## config.mk

```make
export PLATFORM = sky130hd
export DESIGN_NAME = button_debounce_autorepeat
export DESIGN_NICKNAME = d
export VERILOG_FILES = /design/src/hw/rtl/bdar_pkg.sv /design/src/hw/rtl/bdar_cfg.sv /design/src/hw/rtl/bdar_core.sv /design/src/hw/rtl/button_debounce_autorepeat.sv
export SDC_FILE = /design/constraint.sdc
export NUM_CORES = 1
export LEC_CHECK = 0
export BUFFER_PORTS_ARGS = -buffer_cell sky130_fd_sc_hd__buf_2
export CELL_PAD_IN_SITES_DETAIL_PLACEMENT = 0
export CELL_PAD_IN_SITES_GLOBAL_PLACEMENT = 2
export CORE_UTILIZATION = 36
export CTS_CLUSTER_DIAMETER = 40
export DETAILED_ROUTE_END_ITERATION = 7
export PLACE_DENSITY_LB_ADDON = 0.1
export SETUP_SLACK_MARGIN = 0.2
export SKIP_CTS_REPAIR_TIMING = 1
export SLEW_MARGIN = 20
export SYNTH_ARGS = -nofsm -noshare
export SYNTH_HDL_FRONTEND = slang
export SYNTH_SLANG_ARGS = --single-unit
```

## constraint.sdc

```tcl
create_clock -name i_clk -period 3.3 [get_ports i_clk]
set_clock_uncertainty 0.2 [all_clocks]
set_input_delay 0.66 -clock i_clk [delete_from_list [all_inputs] [get_ports i_clk]]
set_output_delay 0.66 -clock i_clk [all_outputs]
set_load 0.03 [all_outputs]
```

## src/hw/rtl/bdar_pkg.sv

```systemverilog
`timescale 1ns / 1ps

package bdar_pkg;

    localparam int PIN_W      = 4;
    localparam int KEY_W      = 3;
    localparam int RPT_W      = 6;
    localparam int STABLE_W   = 8;
    localparam int CFG_IDX_W  = 2;
    localparam int CFG_DATA_W = 8;
    localparam int TDATA_IN_W  = 8;
    localparam int TDATA_OUT_W = 8;

    // Hold delay before the first repeat after a key-down
    localparam logic [RPT_W-1:0] FIRST_HOLD_DELAY = 6'd25;

    // Configuration register indexes
    typedef enum logic [CFG_IDX_W-1:0] {
        REG_RPT_PERIOD      = 2'd0,
        REG_OUTPUT_ENABLE   = 2'd1,
        REG_STABLE_TICKS    = 2'd2,
        REG_ACTIVE_LEVEL    = 2'd3
    } t_cfg_reg;

    // Press codes of single buttons
    localparam logic [PIN_W-1:0] CODE_ENTER     = 4'h1;
    localparam logic [PIN_W-1:0] CODE_UP        = 4'h2;
    localparam logic [PIN_W-1:0] CODE_ATTENTION = 4'h4;
    localparam logic [PIN_W-1:0] CODE_DOWN      = 4'h8;

    localparam logic [KEY_W-1:0] KEY_NONE      = 3'd0;
    localparam logic [KEY_W-1:0] KEY_ENTER     = 3'd1;
    localparam logic [KEY_W-1:0] KEY_UP        = 3'd2;
    localparam logic [KEY_W-1:0] KEY_ATTENTION = 3'd3;
    localparam logic [KEY_W-1:0] KEY_DOWN      = 3'd4;

    localparam logic EVT_KEY_DOWN = 1'b0;
    localparam logic EVT_HELD     = 1'b1;

    typedef struct packed {
        logic [RPT_W-1:0]    rpt_period;
        logic                output_enable;
        logic [STABLE_W-1:0] stable_ticks;
        logic                active_level;
    } t_cfg;

    typedef struct packed {
        logic             valid;
        logic [KEY_W-1:0] key_code;
        logic             event_type;
    } t_event;

    function automatic logic [KEY_W-1:0] code_to_key(input logic [PIN_W-1:0] code);
        logic [KEY_W-1:0] key;
        case (code)
            CODE_ENTER:     key = KEY_ENTER;
            CODE_UP:        key = KEY_UP;
            CODE_ATTENTION: key = KEY_ATTENTION;
            CODE_DOWN:      key = KEY_DOWN;
            default:        key = KEY_NONE;
        endcase
        return key;
    endfunction

endpackage

```

## src/hw/rtl/bdar_cfg.sv

```systemverilog
`timescale 1ns / 1ps

module bdar_cfg (
    input  logic                              i_clk,
    input  logic                              i_rst_n,
    input  logic                              i_cfg_we,
    input  logic [bdar_pkg::CFG_IDX_W-1:0]    i_cfg_addr,
    input  logic [bdar_pkg::CFG_DATA_W-1:0]   i_cfg_wdata,
    output bdar_pkg::t_cfg                    o_cfg
);
    import bdar_pkg::*;

    t_cfg r_cfg;

    always_ff @(posedge i_clk) begin
        if (!i_rst_n) begin
            r_cfg.rpt_period      <= 6'd5;
            r_cfg.output_enable   <= 1'b1;
            r_cfg.stable_ticks    <= 8'd4;
            r_cfg.active_level    <= 1'b0;
        end else if (i_cfg_we) begin
            unique case (t_cfg_reg'(i_cfg_addr))
                REG_RPT_PERIOD:      r_cfg.rpt_period      <= i_cfg_wdata[RPT_W-1:0];
                REG_OUTPUT_ENABLE:   r_cfg.output_enable   <= i_cfg_wdata[0];
                REG_STABLE_TICKS:    r_cfg.stable_ticks    <= i_cfg_wdata[STABLE_W-1:0];
                REG_ACTIVE_LEVEL:    r_cfg.active_level    <= i_cfg_wdata[0];
                default: ;
            endcase
        end
    end

    assign o_cfg = r_cfg;

endmodule

```

## src/hw/rtl/bdar_core.sv

```systemverilog
`timescale 1ns / 1ps

module bdar_core (
    input  logic                          i_clk,
    input  logic                          i_rst_n,
    input  logic                          i_step,
    input  logic [bdar_pkg::PIN_W-1:0]    i_pins,
    input  bdar_pkg::t_cfg                i_cfg,
    output bdar_pkg::t_event              o_event
);
    import bdar_pkg::*;

    logic                r_scanning,      n_scanning;
    logic [PIN_W-1:0]    r_sample_code,   n_sample_code;
    logic [STABLE_W-1:0] r_stable_count,  n_stable_count;
    logic [RPT_W-1:0]    r_hold_count,    n_hold_count;
    logic [PIN_W-1:0]    r_previous_code, n_previous_code;

    logic [PIN_W-1:0]    code;
    logic [STABLE_W-1:0] count_inc;
    logic                held;
    t_event              evt;

    assign code = i_cfg.active_level ? i_pins : ~i_pins;

    always_comb begin
        n_scanning      = r_scanning;
        n_sample_code   = r_sample_code;
        n_stable_count  = r_stable_count;
        n_hold_count    = r_hold_count;
        n_previous_code = r_previous_code;
        held            = (code == r_previous_code);
        count_inc       = (code != r_sample_code) ? '0 : r_stable_count + 8'd1;
        evt.valid       = 1'b0;
        evt.key_code    = code_to_key(code);
        evt.event_type  = held ? EVT_HELD : EVT_KEY_DOWN;

        if (i_step) begin
            if (!r_scanning) begin
                // first press wakes the scanner; this tick is not sampled
                if (code != '0) begin
                    n_scanning     = 1'b1;
                    n_stable_count = '0;
                    n_hold_count   = '0;
                end
            end else begin
                n_sample_code = code;
                if (count_inc == i_cfg.stable_ticks) begin
                    n_stable_count  = '0;
                    n_previous_code = code;
                    if (code == '0) begin
                        n_hold_count = '0;
                        n_scanning   = 1'b0;
                    end else if (r_hold_count == '0) begin
                        n_hold_count = held ? i_cfg.rpt_period : FIRST_HOLD_DELAY;
                        evt.valid    = i_cfg.output_enable;
                    end else begin
                        n_hold_count = r_hold_count - 6'd1;
                    end
                end else begin
                    n_stable_count = count_inc;
                end
            end
        end
    end

    always_ff @(posedge i_clk) begin
        if (!i_rst_n) begin
            r_scanning      <= 1'b0;
            r_sample_code   <= '0;
            r_stable_count  <= '0;
            r_hold_count    <= '0;
            r_previous_code <= '0;
        end else begin
            r_scanning      <= n_scanning;
            r_sample_code   <= n_sample_code;
            r_stable_count  <= n_stable_count;
            r_hold_count    <= n_hold_count;
            r_previous_code <= n_previous_code;
        end
    end

    assign o_event = evt;

endmodule

```

## src/hw/rtl/button_debounce_autorepeat.sv

```systemverilog
`timescale 1ns / 1ps
// Timing: an accepted scan beat sits in the input register; its event (if any) is
// loaded into the result register when the slot is free; m_axis_tvalid follows it.
// Throughput: one scan beat per cycle; an event the master side does not take holds
// the input register, so the slave side stalls until that event drains.
// Reset: synchronous active-low; registers go to their defaults (interval 5, output
// enabled, 4 stable ticks, active-low pins), the scanner returns to idle.

module button_debounce_autorepeat (
    input  logic                                i_clk,
    input  logic                                i_rst_n,
    // scan beats
    input  logic                                s_axis_tvalid,
    output logic                                s_axis_tready,
    input  logic [bdar_pkg::TDATA_IN_W-1:0]     s_axis_tdata,  // [3:0] pin_levels
    // key events
    output logic                                m_axis_tvalid,
    input  logic                                m_axis_tready,
    output logic [bdar_pkg::TDATA_OUT_W-1:0]    m_axis_tdata,  // [2:0] key_code
    output logic                                m_axis_tuser,  // [0] event_type
    // register writes
    input  logic                                i_cfg_we,
    input  logic [bdar_pkg::CFG_IDX_W-1:0]      i_cfg_addr,
    input  logic [bdar_pkg::CFG_DATA_W-1:0]     i_cfg_wdata
);
    import bdar_pkg::*;

    t_cfg   cfg;
    t_event evt;

    // Input register
    logic             r_in_valid;
    logic [PIN_W-1:0] r_in_pins;

    // Result register
    logic             r_out_valid;
    logic [KEY_W-1:0] r_out_key;
    logic             r_out_type;

    logic out_free;
    logic step;
    logic in_take;

    // Result slot is free when empty or drained this cycle; the held beat
    // advances into the core only then, so an event never overwrites one.
    assign out_free      = !r_out_valid || m_axis_tready;
    assign step          = r_in_valid && out_free;
    assign s_axis_tready = !r_in_valid || step;
    assign in_take       = s_axis_tvalid && s_axis_tready;

    bdar_cfg u_cfg (
        .i_clk       (i_clk),
        .i_rst_n     (i_rst_n),
        .i_cfg_we    (i_cfg_we),
        .i_cfg_addr  (i_cfg_addr),
        .i_cfg_wdata (i_cfg_wdata),
        .o_cfg       (cfg)
    );

    bdar_core u_core (
        .i_clk   (i_clk),
        .i_rst_n (i_rst_n),
        .i_step  (step),
        .i_pins  (r_in_pins),
        .i_cfg   (cfg),
        .o_event (evt)
    );

    always_ff @(posedge i_clk) begin
        if (!i_rst_n) begin
            r_in_valid <= 1'b0;
        end else if (s_axis_tready) begin
            r_in_valid <= s_axis_tvalid;
        end
        if (in_take) begin
            r_in_pins <= s_axis_tdata[PIN_W-1:0];
        end
    end

    always_ff @(posedge i_clk) begin
        if (!i_rst_n) begin
            r_out_valid <= 1'b0;
        end else if (out_free) begin
            r_out_valid <= evt.valid;
        end
        if (out_free && evt.valid) begin
            r_out_key  <= evt.key_code;
            r_out_type <= evt.event_type;
        end
    end

    assign m_axis_tvalid = r_out_valid;
    assign m_axis_tdata  = {{(TDATA_OUT_W-KEY_W){1'b0}}, r_out_key};
    assign m_axis_tuser  = r_out_type;

endmodule
```

==> impl_metrics.toml, run 1 <==
[status]
outcome = "complete, no violations"

[timing]
worst_slew_pin_slew_ns = 0.567
hold_violations = 0
slew_headroom_pct = 62.2
finalWorstSetupSlack_ns = 0.350
fin_crit_sh_pct = 89.4
setup_viol = 0
max_freq_mhz = 339
tns_ns = 0
rsz0062_at_grt = "no"
whs_ns = 0.281
min_period_ns = 2.95
drv_slew = 0

[worst_hold_path]
hold_class = "reg2reg"
whs_endpoint = "u_core.r_previous_code[0]$_SDFFE_PN0P_"
hp-start = "u_core.r_previous_code[0]$_SDFFE_PN0P_"
hold_depth = 2

[run]
cap_violations = 0

[power]
p_leak_nw = 1.22
power_w = 0.00116
swShare_pct = 27.7
seq_power_share_pct = 54.6
pwr-share-clk_pct = 32.0
switchingPower_w = 0.000322
internal_power_w = 0.000841
power_density_nw_per_um2 = 365
ir_worst_vdd_mv = 0.165
p_comb_share_pct = 13.4

[cts]
clock_sinks = 49
clk_latency_ns = 0.31
cts.clk_slew.worst_paths_ns = 0.10
cts_buffers = 5
clockRootBuffer = "clkbuf_8"
clock_path_buffers = 2
htreeDepth = 2
cts_tree = "done"

[layout]
num_antenna_cells = 0
nFillCells = 746
drive_gt1_share_pct = 18.2
final_cell_mix = "dfxtp_1 (39), nand2_1 (34), mux2i_1 (28)"
layout_commonest_cell = "dfxtp_1"
nets = 361
area_growth_pct = 12.4
finalNonFillerCells = 435

[die]
die-area_um2 = 8220
core.rowCount = 31
num_io_pins = 34
start_util_pct = 38.2
die-height_um = 90.7
core_um2 = 7410
die_x_um = 90.7

[global_routing]
grt_start_max_net_pins = 33
overflow = 0
grt_pass1_vias = 2061
grt_usage_pct = 15.7
grt_pass1_wl_um = 10400
antenna_found_initial = 0

[critical_path]
required_ns = 3.33
reg2reg_depth = 10
r2r_start = "r_in_pins[1]$_DFFE_PP_"
worstReg2RegEnd = "u_core.r_stable_count[2]$_SDFFE_PN0P_"
rrSetupSlack_ns = 0.35
crit_type = "reg2reg"
arrival_ns = 2.98
startpoint_type = "flop"
cp-end-kind = "flop"
cp_max_fo = 9

[placement]
gp_congestion = 0.726
dp_cells = 425
dpl.hpwl_um = 4500
port_buffers = 24
dpl_worst_slack_ns = 0.292

[logic_synthesis]
synth_top_flop_cell = "dfxtp_1"
synth_area_um2 = 2830
synthCells = 308
ys_async_sr_fraction_pct = 0
synth_edf_count = 8
yosysWarnings = 0
yosysTopAreaCell = "dfxtp_1"
avgSynthCellArea_um2 = 9.19
synth_area_leaders = "dfxtp_1 (29%), mux2i_1 (9.9%), edfxtp_1 (8.5%)"
synth_top_area_share_pct = 29.0
ys_seq_area_share_pct = 37.5
synth_cell_types = 57
yosys_register_bits = 49

[detailed_routing]
wl_um = 6210
vias = 2231
antenna_left = 0
drc = 0
drtPass1Iterations = 4
first_iter_violations = 81
vias_per_cell = 5.13
wl_per_cell_um = 14.3
## power groups by stage
stage / Clock (W) / Sequential (W) / Combinational (W)
final: 0.000372 / 0.000635 / 0.000155
after global routing: 0.000410 / 0.000638 / 0.000173
after CTS: 0.000384 / 0.000636 / 0.000155
after detailed placement: 0 / 0.000650 / 0.000154
after global placement: 0 / 0.000649 / 0.000155
after floorplan: 0 / 0.000643 / 0.000123
## kinds of logic (layout without fill, tap and decap cells)
group / Yosys count / after routing / synth area share [%]
adder cells (fa/ha/maj): 3 / 3 / 1.33
AND/OR/NAND/NOR: 121 / 121 / 23.2
AO/OA/AOI/OAI: 49 / 49 / 13.5
flip-flops: 49 / 49 / 37.5
XOR/XNOR: 25 / 25 / 8.26
other: 1 / 5 / 0.132
buffers and inverters: 31 / 55 / 5.39
multiplexers: 29 / 29 / 10.7
## metrics by stage
stage	util (%)	instance area, um2
3_5_place_dp	41.4	3070
5_1_grt	43.0	3180
3_3_place_gp	41.4	3070
6_report	43.0	3180
2_1_floorplan	-	2850
4_1_cts	42.6	3160
## cells in the mapped netlist (2+ instances only)
cell / instances
buf_4: 7
a21oi_1: 7
a22oi_1: 3
o31ai_1: 3
a41oi_1: 4
and2_1: 2
inv_1: 7
nand3b_1: 2
clkbuf_1: 14
o311ai_0: 4
mux2i_1: 28
xnor2_1: 21
nor3b_1: 2
nor3_1: 3
nand4_1: 4
a31oi_1: 4
buf_2: 2
nand2b_1: 3
xor2_1: 3
and3_1: 6
edfxtp_1: 8
a211o_1: 2
o21ai_0: 7
ha_1: 3
a32oi_1: 2
nor2_1: 14
nor2b_1: 25
nand3_1: 14
nand2_1: 34
nand4b_1: 3
dfxtp_1: 41
## layout make-up
cell class	instances	area [um2]	area share, %
well taps	99	124	3.89
multi-input cells	232	1640	51.5
flip-flops and latches	49	1060	33.4
clock inverters	3	21.3	0.668
repair buffers	40	240	7.55
inverters	7	26.3	0.825
clock buffers	5	68.8	2.16
## how the worst max path moves through the flow
stage,slack [ns],startpoint,endpoint
2_1_floorplan,0.36,u_core.r_stable_count[0]$_SDFFE_PN0P_,m_axis_tuser$_DFFE_PP_
3_3_place_gp,0.29,r_in_pins[1]$_DFFE_PP_,r_out_key[1]$_DFFE_PP_
3_5_place_dp,0.29,r_in_pins[1]$_DFFE_PP_,r_out_key[2]$_DFFE_PP_
4_1_cts,0.26,r_in_pins[1]$_DFFE_PP_,m_axis_tuser$_DFFE_PP_
5_1_grt,0.20,r_in_pins[1]$_DFFE_PP_,u_core.r_stable_count[2]$_SDFFE_PN0P_
6_report,0.35,r_in_pins[1]$_DFFE_PP_,u_core.r_stable_count[2]$_SDFFE_PN0P_
## critical path: stages, from the launching register on
cell and delay [ns]:
edfxtp_1 0.42, xnor2_1 0.17, or4_4 0.56, mux2i_4 0.25, buf_4 0.17, o311ai_1 0.09, a22o_1 0.29, o211ai_4 0.18
buf_4 0.24, nand4b_1 0.11, a31oi_1 0.19
## flip-flops by register name (all words and copies together), names as in the netlist
signal	cells
m_axis_tuser	1
m_axis_tvalid	1
r_in_pins	4
r_in_valid	1
r_out_key	3
u_cfg.o_cfg	16
u_core.r_hold_count	6
u_core.r_previous_code	4
u_core.r_sample_code	4
u_core.r_scanning	1
u_core.r_stable_count	8
## per-layer routing
layer	GRT usage [%]	wire [um]	vias to the layer above
met1	22.1	3290	1057
met4	3.63	31	0
met5	0	0	-
met3	2.78	151	2
li1	-	-	1140
met2	24.7	2740	32
Note: power is estimated with default switching activity, not from simulation.
==> run 2, diff against run 1 <==
clock period = 3 ns   (was 3.3 ns; I/O delays follow)
==> impl_metrics.toml, run 2 (synthesized netlist as in run 1, its figures left out) <==
[status]
outcome = "complete, no violations"

[critical_path]
cp_max_fo = 9
arrival_ns = 2.57
required_ns = 2.82
critPathBufInv = 1
crit_type = "reg2reg"
critPathTopFamily = "simple AND/OR/NAND/NOR gates"
cpPeakStageDelay_ns = 0.54
cp_slowest_cell = "or4_4"
startpoint_type = "flop"
cp_cell_sequence = "xnor2_2 > or4_4 > mux2i_4 > buf_12 > o21ai_1 > a22oi_2 > o211ai_4 > nor2_4 > and4_4"
cp-end-kind = "flop"

[detailed_routing]
drtPass1Iterations = 4
wl_um = 6140
antenna_left = 0
wl_per_cell_um = 13.8
vias_per_cell = 5.06
vias = 2250
drc = 0
first_iter_violations = 86

[cts]
htreeDepth = 2
clock_sinks = 49
clockRootBuffer = "clkbuf_8"
cts.clk_slew.worst_paths_ns = 0.09
cts_buffers = 5
clock_path_buffers = 2
cts_tree = "done"
clk_latency_ns = 0.30

[die]
die-area_um2 = 8220
core_um2 = 7410
die_x_um = 90.7
num_io_pins = 34
core.rowCount = 31
start_util_pct = 38.2
die-height_um = 90.7

[power]
power_w = 0.00127
power_density_nw_per_um2 = 386
ir_worst_vdd_mv = 0.193
p_leak_nw = 1.28

[timing]
rsz0062_at_grt = "yes"
max_freq_mhz = 363
drv_slew = 0
worst_slew_pin_slew_ns = 0.539
tns_ns = 0
setup_viol = 0
hold_violations = 0
fin_crit_sh_pct = 91.8
finalWorstSetupSlack_ns = 0.246
slew_headroom_pct = 64.0
min_period_ns = 2.75

[placement]
dpl.hpwl_um = 4510
port_buffers = 24
place_area_um2 = 3140
dpl_worst_slack_ns = 0.110
gp_congestion = 0.748

[worst_hold_path]
hold_class = "in2reg"

[run]
cap_violations = 0

[layout]
num_antenna_cells = 0
largest_reg_flops = 16
finalInstanceArea_um2 = 3290
final_util_pct = 44.4
layout_commonest_cell = "dfxtp_1"
final_cell_mix = "dfxtp_1 (40), nand2_1 (34), mux2i_1 (28)"
drive_gt1_share_pct = 20.2
area_growth_pct = 16.2
nets = 371

[global_routing]
grt_start_max_net_pins = 35
grt_pass1_vias = 1982
grt_pass1_wl_um = 9970
antenna_found_initial = 0
overflow = 0
grt_usage_pct = 15.4
-- run 2: where the power goes --
part | leakage [nW] | internal (W) | switching, W | total [W]
clock network | 0.0455 | 0.000162 | 0.000227 | 0.000389
logic | 0.823 | 0.0000822 | 0.0000972 | 0.000179
registers | 0.411 | 0.000684 | 0.0000166 | 0.000701
-- run 2: metal layers --
| metal | vias to the layer above | track usage, % | routed length, um |
|---|---|---|---|
| met4 | 0 | 4.03 | 48 |
| met5 | - | 0 | 0 |
| met1 | 1046 | 22.7 | 3250 |
| met2 | 37 | 22.8 | 2640 |
| li1 | 1163 | - | - |
| met3 | 4 | 2.95 | 205 |
-- run 2: area by class of cell --
cell class	count	area (um2)
Clock buffer	5	68.8
Fill cell	737	4120
Sequential cell	49	1060
Timing Repair Buffer	50	344
Inverter	7	26.3
Multi-Input combinational cell	232	1650
Tap cell	99	124
Clock inverter	3	17.5
-- run 2: final timing paths --
path	startpoint	to	slack, ns	cells after the start
worst min-delay path	s_axis_tdata[2]	r_in_pins[2]$_DFFE_PP_	0.27	1
worst max register to register	r_in_pins[1]$_DFFE_PP_	r_out_key[1]$_DFFE_PP_	0.25	9
worst min register to register	u_core.r_previous_code[0]$_SDFFE_PN0P_	u_core.r_previous_code[0]$_SDFFE_PN0P_	0.27	2
worst max-delay path	r_in_pins[1]$_DFFE_PP_	r_out_key[1]$_DFFE_PP_	0.25	9
-- run 2: through the flow --
stage / instances / hold slack, ns
after floorplan: 312 / 0.236
after global placement: 432 / 0.255
final: 445 / 0.271
after global routing: 445 / 0.249
after detailed placement: 432 / 0.261
after CTS: 440 / 0.256
-- run 2: worst reg2reg max path: stages, from the launching register on --
cell	delay, ns
edfxtp_1	0.44
xnor2_2	0.16
or4_4	0.54
mux2i_4	0.17
buf_12	0.14
o21ai_1	0.07
a22oi_2	0.20
o211ai_4	0.16
nor2_4	0.12
and4_4	0.26
==> run 3, diff against run 2 <==
PLACE_DENSITY_LB_ADDON = 0.15   (was 0.1)
==> impl_metrics.toml, run 3 (synthesized netlist as in run 1, its figures left out) <==
[die]
start_util_pct = 38.2
num_io_pins = 34
die-height_um = 90.7
core_um2 = 7410
core.rowCount = 31
die_x_um = 90.7
die-area_um2 = 8220

[critical_path]
startpoint_type = "flop"
cp_cell_sequence = "xnor2_1 > or4_4 > mux2i_4 > buf_12 > buf_6 > nand3_1 > a21oi_2 > o211ai_4 > nor2_4 > and4_4"
cp_slowest_cell = "or4_4"
cp_max_fo = 8
crit_type = "reg2reg"
arrival_ns = 2.66
crit_start = "r_in_pins[3]$_DFFE_PP_"
r2r_start = "r_in_pins[3]$_DFFE_PP_"
required_ns = 2.82
cpPeakStageDelay_ns = 0.56
cp-end-kind = "flop"

[timing]
hold_violations = 0
fin_crit_sh_pct = 94.6
min_period_ns = 2.84
max_freq_mhz = 352
finalWorstSetupSlack_ns = 0.161
rsz0062_at_grt = "yes"
setup_viol = 0
drv_slew = 0
tns_ns = 0
slew_headroom_pct = 63.0
worst_slew_pin_slew_ns = 0.554

[power]
switchingPower_w = 0.000344
p_comb_share_pct = 14.4
pwr-share-clk_pct = 30.9
p_leak_nw = 1.27
seq_power_share_pct = 54.8
power_density_nw_per_um2 = 386
swShare_pct = 26.9
internal_power_w = 0.000934
ir_worst_vdd_mv = 0.179

[layout]
final_util_pct = 44.6
seqCellArea_um2 = 1060
layout_commonest_cell = "dfxtp_1"
nFillCells = 744
area_growth_pct = 16.8
final_cell_mix = "dfxtp_1 (40), nand2_1 (34), mux2i_1 (28)"
multi_input_area_um2 = 1670
drive_gt1_share_pct = 21.2
num_antenna_cells = 0
largest_reg_flops = 16
nets = 370

[detailed_routing]
wl_per_cell_um = 14.0
vias_per_cell = 5.05
drtPass1Iterations = 4
antenna_left = 0
drc = 0
first_iter_violations = 80
vias = 2244
wl_um = 6200

[cts]
clock_path_buffers = 2
clock_sinks = 49
cts.clk_slew.worst_paths_ns = 0.09
cts_tree = "done"
clk_latency_ns = 0.30
clockRootBuffer = "clkbuf_8"
htreeDepth = 2
cts_buffers = 5

[global_routing]
antenna_found_initial = 0
grt_usage_pct = 15.5
overflow = 0
grt_pass1_wl_um = 10200
grt_pass1_vias = 2058
grt_start_max_net_pins = 24

[status]
outcome = "complete, no violations"

[placement]
dpl_worst_slack_ns = 0.103
dpl.hpwl_um = 4520
gp_congestion = 0.728
port_buffers = 24

[worst_hold_path]
hp-start = "u_core.r_previous_code[3]$_SDFFE_PN0P_"
hold_class = "reg2reg"

[run]
cap_violations = 0
## run 3: changes by cell type in the layout (fill, tap and decap cells not counted), sizes merged
cell	before	now
buf	50	49
clkbuf	5	6
clkinv	3	0
clkinvlp	0	1
inv	7	8
## run 3: critical path, delay by kind of cell (launching register included)
family | cells | cell delay [ns]
AND/OR/NAND/NOR | 4 | 1.02
flip-flops | 1 | 0.42
XOR/XNOR | 1 | 0.16
AO/OA/AOI/OAI | 2 | 0.34
buffers and inverters | 2 | 0.23
multiplexers | 1 | 0.18
## run 3: area by class of cell
| class | count | share of cell area (%) |
|---|---|---|
| Clock buffer | 6 | 2.19 |
| Multi-Input combinational cell | 232 | 50.4 |
| Timing Repair Buffer | 49 | 10.3 |
| Tap cell | 99 | 3.75 |
| Clock inverter | 2 | 0.416 |
| Sequential cell | 49 | 32.1 |
| Inverter | 7 | 0.795 |
## run 3: layer usage
metal  track usage [%]  vias up  share of wire, %
met5                 0        -                 0
met4              4.03        0              0.73
met3              2.53        4               2.0
met2              24.5       25                45
met1              21.8     1053                53
li1                  -     1162                 -
## run 3: metrics by stage
stage	std cells	total power, W	cell area (um2)	hold slack (ns)
after floorplan	312	0.000846	2870	0.236
after global placement	431	0.000887	3130	0.255
after detailed placement	431	0.000888	3130	0.266
after CTS	439	0.00128	3210	0.264
after global routing	444	0.00134	3310	0.254
final	444	0.00128	3310	0.275
## run 3: power groups by stage
stage,Clock [W],Combinational [W],Sequential [W]
floorplan,0,0.000138,0.000708
global placement,0,0.000172,0.000715
detailed placement,0,0.000172,0.000716
CTS,0.000409,0.000173,0.000700
global route,0.000439,0.000202,0.000702
finish,0.000395,0.000183,0.000700
## run 3: path summary, 6_finish.rpt
path | to | slack [ns] | cells after the start
setup / recovery | r_out_key[2]$_DFFE_PP_ | 0.16 | 10
setup reg to reg | r_out_key[2]$_DFFE_PP_ | 0.16 | 10
hold / removal | u_core.r_previous_code[3]$_SDFFE_PN0P_ | 0.27 | 2
hold reg to reg | u_core.r_previous_code[3]$_SDFFE_PN0P_ | 0.27 | 2
